==> src/sv/lpht_pkg.sv <==
`default_nettype none
// ----------------------------------------------------------------------------
// lpht_pkg
// Shared types and codes for the linear probing hash table core.
// ----------------------------------------------------------------------------
package lpht_pkg;

   localparam int KeyWidth    = 16;
   localparam int OpWidth     = 3;
   localparam int SlotWidth   = 4;
   localparam int StatusWidth = 2;
   localparam int ProbeWidth  = 4;
   localparam int TotalWidth  = 8;
   localparam int OccWidth    = 4;

   localparam logic [OpWidth-1:0] OP_INSERT = 3'd0;
   localparam logic [OpWidth-1:0] OP_LOOKUP = 3'd1;
   localparam logic [OpWidth-1:0] OP_DELETE = 3'd2;
   localparam logic [OpWidth-1:0] OP_STATS  = 3'd3;
   localparam logic [OpWidth-1:0] OP_READ   = 3'd4;

   localparam logic [StatusWidth-1:0] STATUS_OK        = 2'd0;
   localparam logic [StatusWidth-1:0] STATUS_NOT_FOUND = 2'd1;
   localparam logic [StatusWidth-1:0] STATUS_FULL      = 2'd2;
   localparam logic [StatusWidth-1:0] STATUS_EMPTY     = 2'd3;

   typedef enum logic [2:0] {
      ST_CLEAR,
      ST_IDLE,
      ST_HASH1,
      ST_HASH2,
      ST_HASH3,
      ST_PROBE,
      ST_SLOT_RD,
      ST_SLOT_EV
   } state_type;

   typedef struct packed {
      logic                  used;
      logic [ProbeWidth-1:0] probes;
      logic [KeyWidth-1:0]   key;
   } entry_type;

endpackage : lpht_pkg
`default_nettype wire

==> src/sv/linear_probe_hash_table_core.sv <==
`default_nettype none
// ----------------------------------------------------------------------------
// linear_probe_hash_table_core
// Open-addressing hash table with linear probing, held in one synchronous RAM.
// ----------------------------------------------------------------------------
// Statistics queries, unused codes and out-of-range slots give the result strobe
// in the cycle after the accepting edge, and a new beat may follow at once.
// Delete and read pass through the slot read and evaluate states before the strobe,
// and a new beat may follow once it shows. Insert and lookup pass through the hash
// states, then read one RAM slot per probed slot, for 1 to TABLE_SIZE probes.
// After reset a clearing pass over every slot keeps busy high.
module linear_probe_hash_table_core
   import lpht_pkg::*;
#(
   parameter int TABLE_SIZE = 13
) (
   input  wire logic                   clock,
   input  wire logic                   reset,
   input  wire logic                   start,
   output logic                        busy,
   input  wire logic [OpWidth-1:0]     req_operation,
   input  wire logic [KeyWidth-1:0]    req_search_key,
   input  wire logic [SlotWidth-1:0]   req_slot_index,
   output logic                        rsp_valid,
   output logic [StatusWidth-1:0]      rsp_status,
   output logic [SlotWidth-1:0]        rsp_found_slot,
   output logic [KeyWidth-1:0]         rsp_slot_key,
   output logic [ProbeWidth-1:0]       rsp_probe_count,
   output logic [TotalWidth-1:0]       rsp_total_probes,
   output logic [OccWidth-1:0]         rsp_occupied_count
);

   localparam int IdxW = $clog2(TABLE_SIZE);
   localparam int CntW = $clog2(TABLE_SIZE + 1);
   localparam int SumW = $clog2(15 * TABLE_SIZE + 1);
   localparam logic [31:0] Recip = 32'((64'd1 << 32) / TABLE_SIZE);
   localparam logic [IdxW-1:0] LastSlot = IdxW'(TABLE_SIZE - 1);

   entry_type mem [TABLE_SIZE];
   entry_type rd_data_ff;
   logic [IdxW-1:0] rd_addr;
   logic mem_we;
   logic [IdxW-1:0] mem_wa;
   entry_type mem_wd;

   state_type state_ff, state_in;
   logic [OpWidth-1:0] op_ff, op_in;
   logic [KeyWidth-1:0] key_ff, key_in;
   logic [SlotWidth-1:0] idx_ff, idx_in;
   logic [KeyWidth-1:0] quot_ff, quot_in;
   logic [IdxW:0] rem_ff, rem_in;
   logic [IdxW-1:0] pos_ff, pos_in;
   logic [CntW-1:0] n_ff, n_in;
   logic [IdxW-1:0] clr_ff, clr_in;
   logic [SumW-1:0] sum_ff, sum_in;
   logic [CntW-1:0] used_ff, used_in;

   logic rsp_valid_ff, rsp_valid_in;
   logic [StatusWidth-1:0] rsp_status_ff, rsp_status_in;
   logic [SlotWidth-1:0] rsp_slot_ff, rsp_slot_in;
   logic [KeyWidth-1:0] rsp_key_ff, rsp_key_in;
   logic [ProbeWidth-1:0] rsp_probe_ff, rsp_probe_in;
   logic [TotalWidth-1:0] rsp_total_ff, rsp_total_in;
   logic [OccWidth-1:0] rsp_occ_ff, rsp_occ_in;

   logic [IdxW-1:0] home_pos;
   logic [IdxW-1:0] next_pos;
   logic [IdxW-1:0] slot_addr;
   logic [ProbeWidth-1:0] insert_pc;
   logic [47:0] hash_prod;

   assign hash_prod = 48'(key_ff) * 48'(Recip);
   assign home_pos  = (32'(rem_ff) >= 32'(TABLE_SIZE)) ?
                      IdxW'(32'(rem_ff) - 32'(TABLE_SIZE)) : IdxW'(rem_ff);
   assign next_pos  = (pos_ff == LastSlot) ? '0 : pos_ff + IdxW'(1);
   assign slot_addr = IdxW'(idx_ff);
   assign insert_pc = (32'(n_ff) > 32'd15) ? 4'd15 : ProbeWidth'(n_ff);

   always_comb begin
      unique case (state_ff)
         ST_HASH3: rd_addr = home_pos;
         ST_PROBE: rd_addr = next_pos;
         default:  rd_addr = slot_addr;
      endcase
   end

   always_ff @(posedge clock) begin
      rd_data_ff <= mem[rd_addr];
      if (mem_we) begin
         mem[mem_wa] <= mem_wd;
      end
   end

   always_ff @(posedge clock) begin
      if (reset) begin
         state_ff     <= ST_CLEAR;
         clr_ff       <= '0;
         sum_ff       <= '0;
         used_ff      <= '0;
         rsp_valid_ff <= 1'b0;
      end else begin
         state_ff     <= state_in;
         clr_ff       <= clr_in;
         sum_ff       <= sum_in;
         used_ff      <= used_in;
         rsp_valid_ff <= rsp_valid_in;
      end
   end

   always_ff @(posedge clock) begin
      op_ff         <= op_in;
      key_ff        <= key_in;
      idx_ff        <= idx_in;
      quot_ff       <= quot_in;
      rem_ff        <= rem_in;
      pos_ff        <= pos_in;
      n_ff          <= n_in;
      rsp_status_ff <= rsp_status_in;
      rsp_slot_ff   <= rsp_slot_in;
      rsp_key_ff    <= rsp_key_in;
      rsp_probe_ff  <= rsp_probe_in;
      rsp_total_ff  <= rsp_total_in;
      rsp_occ_ff    <= rsp_occ_in;
   end

   always_comb begin
      state_in      = state_ff;
      op_in         = op_ff;
      key_in        = key_ff;
      idx_in        = idx_ff;
      quot_in       = quot_ff;
      rem_in        = rem_ff;
      pos_in        = pos_ff;
      n_in          = n_ff;
      clr_in        = clr_ff;
      sum_in        = sum_ff;
      used_in       = used_ff;
      rsp_valid_in  = 1'b0;
      rsp_status_in = rsp_status_ff;
      rsp_slot_in   = rsp_slot_ff;
      rsp_key_in    = rsp_key_ff;
      rsp_probe_in  = rsp_probe_ff;
      rsp_total_in  = rsp_total_ff;
      rsp_occ_in    = rsp_occ_ff;
      mem_we        = 1'b0;
      mem_wa        = pos_ff;
      mem_wd        = '0;

      unique case (state_ff)
         ST_CLEAR: begin
            mem_we = 1'b1;
            mem_wa = clr_ff;
            clr_in = clr_ff + IdxW'(1);
            if (clr_ff == LastSlot) begin
               state_in = ST_IDLE;
            end
         end
         ST_IDLE: begin
            if (start) begin
               op_in  = req_operation;
               key_in = req_search_key;
               idx_in = req_slot_index;
               rsp_status_in = STATUS_OK;
               rsp_slot_in   = '0;
               rsp_key_in    = '0;
               rsp_probe_in  = '0;
               rsp_total_in  = '0;
               rsp_occ_in    = '0;
               unique case (req_operation)
                  OP_INSERT, OP_LOOKUP: begin
                     state_in = ST_HASH1;
                  end
                  OP_DELETE, OP_READ: begin
                     if (32'(req_slot_index) >= 32'(TABLE_SIZE)) begin
                        rsp_valid_in  = 1'b1;
                        rsp_status_in = STATUS_EMPTY;
                        rsp_slot_in   = req_slot_index;
                     end else begin
                        state_in = ST_SLOT_RD;
                     end
                  end
                  OP_STATS: begin
                     rsp_valid_in = 1'b1;
                     rsp_total_in = (32'(sum_ff) > 32'd255) ? 8'd255 : TotalWidth'(sum_ff);
                     rsp_occ_in   = (32'(used_ff) > 32'd15) ? 4'd15 : OccWidth'(used_ff);
                  end
                  default: begin
                     rsp_valid_in  = 1'b1;
                     rsp_status_in = STATUS_NOT_FOUND;
                  end
               endcase
            end
         end
         ST_HASH1: begin
            quot_in  = hash_prod[47:32];
            state_in = ST_HASH2;
         end
         ST_HASH2: begin
            rem_in   = (IdxW + 1)'(32'(key_ff) - 32'(quot_ff) * 32'(TABLE_SIZE));
            state_in = ST_HASH3;
         end
         ST_HASH3: begin
            pos_in   = home_pos;
            n_in     = CntW'(1);
            state_in = ST_PROBE;
         end
         ST_PROBE: begin
            pos_in = next_pos;
            n_in   = n_ff + CntW'(1);
            if (op_ff == OP_INSERT) begin
               if (!rd_data_ff.used) begin
                  mem_we        = 1'b1;
                  mem_wa        = pos_ff;
                  mem_wd.used   = 1'b1;
                  mem_wd.probes = insert_pc;
                  mem_wd.key    = key_ff;
                  sum_in        = sum_ff + SumW'(insert_pc);
                  used_in       = used_ff + CntW'(1);
                  rsp_valid_in  = 1'b1;
                  rsp_slot_in   = SlotWidth'(pos_ff);
                  rsp_key_in    = key_ff;
                  rsp_probe_in  = insert_pc;
                  state_in      = ST_IDLE;
               end else if (n_ff == CntW'(TABLE_SIZE)) begin
                  rsp_valid_in  = 1'b1;
                  rsp_status_in = STATUS_FULL;
                  state_in      = ST_IDLE;
               end
            end else begin
               if (!rd_data_ff.used) begin
                  rsp_valid_in  = 1'b1;
                  rsp_status_in = STATUS_NOT_FOUND;
                  state_in      = ST_IDLE;
               end else if (rd_data_ff.key == key_ff) begin
                  rsp_valid_in  = 1'b1;
                  rsp_slot_in   = SlotWidth'(pos_ff);
                  rsp_key_in    = key_ff;
                  rsp_probe_in  = rd_data_ff.probes;
                  state_in      = ST_IDLE;
               end else if (n_ff == CntW'(TABLE_SIZE)) begin
                  rsp_valid_in  = 1'b1;
                  rsp_status_in = STATUS_NOT_FOUND;
                  state_in      = ST_IDLE;
               end
            end
         end
         ST_SLOT_RD: begin
            state_in = ST_SLOT_EV;
         end
         ST_SLOT_EV: begin
            rsp_valid_in = 1'b1;
            rsp_slot_in  = idx_ff;
            state_in     = ST_IDLE;
            if (!rd_data_ff.used) begin
               rsp_status_in = STATUS_EMPTY;
            end else begin
               rsp_key_in   = rd_data_ff.key;
               rsp_probe_in = rd_data_ff.probes;
               if (op_ff == OP_DELETE) begin
                  mem_we  = 1'b1;
                  mem_wa  = slot_addr;
                  sum_in  = sum_ff - SumW'(rd_data_ff.probes);
                  used_in = used_ff - CntW'(1);
               end
            end
         end
         default: begin
            state_in = ST_IDLE;
         end
      endcase
   end

   assign busy               = (state_ff != ST_IDLE);
   assign rsp_valid          = rsp_valid_ff;
   assign rsp_status         = rsp_status_ff;
   assign rsp_found_slot     = rsp_slot_ff;
   assign rsp_slot_key       = rsp_key_ff;
   assign rsp_probe_count    = rsp_probe_ff;
   assign rsp_total_probes   = rsp_total_ff;
   assign rsp_occupied_count = rsp_occ_ff;

   a_result_when_idle: assert property (@(posedge clock) disable iff (reset)
      rsp_valid_ff |-> (state_ff == ST_IDLE))
      else $error("Result beat shown while an operation is still running.");

   a_result_has_cause: assert property (@(posedge clock) disable iff (reset)
      rsp_valid_ff |-> $past(start || (state_ff != ST_IDLE)))
      else $error("Result beat without a preceding request or operation.");

   a_occupancy_bound: assert property (@(posedge clock) disable iff (reset)
      32'(used_ff) <= 32'(TABLE_SIZE))
      else $error("Occupied count exceeds the table size.");

   a_probe_bound: assert property (@(posedge clock) disable iff (reset)
      (state_ff == ST_PROBE) |->
         (n_ff != '0) && (32'(n_ff) <= 32'(TABLE_SIZE)) && (32'(pos_ff) < 32'(TABLE_SIZE)))
      else $error("Probe walk left its bounds.");

endmodule : linear_probe_hash_table_core
`default_nettype wire
==> config.mk <==
export PLATFORM = sky130hd
export DESIGN_NAME = linear_probe_hash_table_core
export DESIGN_NICKNAME = d
export VERILOG_FILES = /design/src/sv/lpht_pkg.sv /design/src/sv/linear_probe_hash_table_core.sv
export SDC_FILE = /design/constraint.sdc
export NUM_CORES = 1
export LEC_CHECK = 0
export BUFFER_PORTS_ARGS = -buffer_cell sky130_fd_sc_hd__clkbuf_2
export CAP_MARGIN = 10
export CORE_ASPECT_RATIO = 1.2
export CORE_MARGIN = 4
export CORE_UTILIZATION = 49
export DETAILED_ROUTE_END_ITERATION = 10
export GPL_TIMING_DRIVEN = 0
export PLACE_DENSITY = 0.62
export SYNTH_ARGS = -nofsm -noshare
export SYNTH_HDL_FRONTEND = slang
export SYNTH_SLANG_ARGS = --single-unit
==> constraint.sdc <==
create_clock -name clock -period 14.38 [get_ports clock]
set_clock_uncertainty 0.1 [all_clocks]
set_input_delay 0.719 -clock clock [delete_from_list [all_inputs] [get_ports clock]]
set_output_delay 0.719 -clock clock [all_outputs]
set_load 0.005 [all_outputs]
==> results.cfg <==
[floorplan]
die_area_um2 = 49000
chipWidth_um = 203
fp.dieH_um = 242
coreArea_um2 = 45000
initial_utilization_pct = 49.6
rows = 85
ioPinCount = 66

[drt]
ant_nets = 0
routedWlPerCell_um = 21.8
first_iter_violations = 1066
routed_wirelength_um = 54800
first_pass_iters = 5
vias = 14100
remaining_drc_errors = 0
vias_per_cell = 5.61

[global_routing]
grt_max_degree = 30
antenna_found_initial = 0
grt_util_all_layers_pct = 22.2
overflow = 0
grt_pass1_vias = 14300
grt_pass1_wl_um = 83800

[worst_setup_path]
crit_required_ps = 14590
worstSetupEndpointType = register
cp.arrival_ps = 6640
crit_fanout = 9
path_class = reg -> reg
reg2reg_depth = 18
rr_endpoint = quot_ff[4]$_DFFE_PP_
worstSetupStartpointType = register
rr_startpoint = key_ff[14]$_DFFE_PP_
ff2ff_setup_slack_ps = 7950

[synthesis]
syn_nets = 2045
avgSynthCellArea_um2 = 12.7
ys_async_sr_fraction_pct = 0
synth_edf_count = 352
yosys-top-cells-area = edfxtp_1 47%, fa_1 10%, ha_1 8.8%
yosysSeqAreaShare_pct = 51.0
ys_seq_elements = 393
synth_commonest_cells = 352 x edfxtp_1, 232 x inv_1, 157 x ha_1
yosysTopAreaCell = edfxtp_1
yosysMostFrequentCell = edfxtp_1
ys_warn_count = 0
synth_top_area_share_pct = 47.4
synth_cell_types = 73
syn_inst = 1751
synth_area_um2 = 22300
yosys_most_used_dff = edfxtp_1

[clock_tree]
cts_tree = yes
clockBufferDepth = 3
clk_pin_slew_worst_paths_ps = 60
cts_root_buf = clkbuf_16
numCtsBuffers = 42
cts_sinks = 393
htreeDepth = 2
ctsHoldBuffers = 0
clk_latency_ps = 580
post_cts_buffers = 0
cts_resized = 0

[power]
p_leak_nw = 9.88
power_mw = 2.40
power_density_nw_per_um2 = 95.7
ir_drop_mv = 0.0868

[timing]
fin_crit_ps = 6430
relSlewSlack_pct = 21.1
drv_slew = 0
worstMarginPinSlew_ps = 1180
finalHoldViolations = 0
grt_setup_unrepaired = no
finalSetupViolCount = 0
max_freq_mhz = 155
finalSetupTns_ps = 0
fin_hold_ws_ps = 216
fin_crit_sh_pct = 44.7

[layout]
drive_above_1_share_pct = 11.2
diodes = 0
synthToLayoutAreaGrowth_pct = 12.6
final_area_um2 = 25100
fin_nets = 2169

[hold_path]
min_path_type = in -> reg
min_path_cells = 1
holdPathEnd = key_ff[13]$_DFFE_PP_
hold_path.startpoint = req_search_key[13]

[placement]
gp_congestion = 0.902
io_buffers = 65
post_dp_cell_area_um2 = 23800
dp_hpwl_um = 41700

[flow_run]
maxCapViolCount = 0

[status]
status = finished clean
[layer usage]
layer / global-route usage, % / up-vias / part of all wire (%)
met5: 0 / - / 0
met4: 7.47 / 0 / 3.4
met3: 3.90 / 107 / 5.3
met2: 37.6 / 435 / 50
met1: 29.1 / 7013 / 42
li1: - / 6568 / -
[sequential cells by signal (all words and copies together) (netlist names), 5 cells and up]
register,cells
rsp_total_probes,8
mem,273
rsp_slot_key,16
sum_ff,8
rd_data_ff,21
quot_ff,5
rem_ff,5
key_ff,16
[through the flow]
step	cells	worst slack (ps)	util, %
global route	2518	7660	55.8
global placement	2425	7930	52.0
finish	2518	7950	55.8
detailed placement	2440	7940	52.8
floorplan	1751	8620	-
CTS	2518	7910	55.8
[layout make-up]
class                   count  area (um^2)
plain buffers              71          384
clock buffers              54         1150
multi-input cells        1054         9700
fillers                  3735        19900
repair buffers             80          643
inverters                 233          875
flip-flops and latches    393        11400
well taps                 609          762
clock inverters            24          216
[placed cells by master (no fill, tap or decap), types with 25 or more instances in the layout]
cell type	n
o21ai_0	53
nor2_1	81
edfxtp_1	352
nor2b_1	25
ha_1	157
clkbuf_1	49
a32o_1	40
inv_1	232
clkbuf_16	44
nand4_1	25
dfxtp_1	41
nand2_1	91
a21oi_1	47
xnor2_1	42
a211oi_1	28
clkbuf_2	65
fa_1	111
mux2i_1	108
[power breakdown]
group          switching [mW]  internal (mW)  total (mW)
registers             0.00664           1.26        1.26
logic                  0.0398         0.0229      0.0627
clock network           0.454          0.623        1.08
[cells by family after synthesis]
| group | Yosys count | synth area share, % |
|---|---|---|
| flip-flops | 393 | 51.0 |
| buffers and inverters | 304 | 5.64 |
| adder cells (fa/ha/maj) | 269 | 18.8 |
| AO/OA/AOI/OAI | 293 | 10.3 |
| AND/OR/NAND/NOR | 326 | 7.12 |
| XOR/XNOR | 57 | 2.24 |
| multiplexers | 109 | 4.89 |
[worst max-delay path, stage by stage, from the launching register on]
cell and delay, ps:
edfxtp_1 680, inv_1 270, ha_1 420, xnor2_1 150
ha_1 310, inv_1 70, fa_1 630, inv_1 90
fa_1 510, fa_1 530, ha_1 340, ha_1 330
and3_1 210, a221oi_1 330, or4_1 170, a31oi_1 90
or4_1 610, a21oi_1 220, xnor2_1 110
[how the worst max path moves through the flow]
stage / start / to / slack [ps]
3_3_place_gp: key_ff[14]$_DFFE_PP_ / quot_ff[4]$_DFFE_PP_ / 7930
4_1_cts: key_ff[14]$_DFFE_PP_ / quot_ff[4]$_DFFE_PP_ / 7910
5_1_grt: key_ff[14]$_DFFE_PP_ / quot_ff[4]$_DFFE_PP_ / 7660
3_5_place_dp: key_ff[14]$_DFFE_PP_ / quot_ff[4]$_DFFE_PP_ / 7940
2_1_floorplan: key_ff[2]$_DFFE_PP_ / quot_ff[4]$_DFFE_PP_ / 8620
6_report: key_ff[14]$_DFFE_PP_ / quot_ff[4]$_DFFE_PP_ / 7950
No activity file was read; power rests on OpenSTA's default activity.
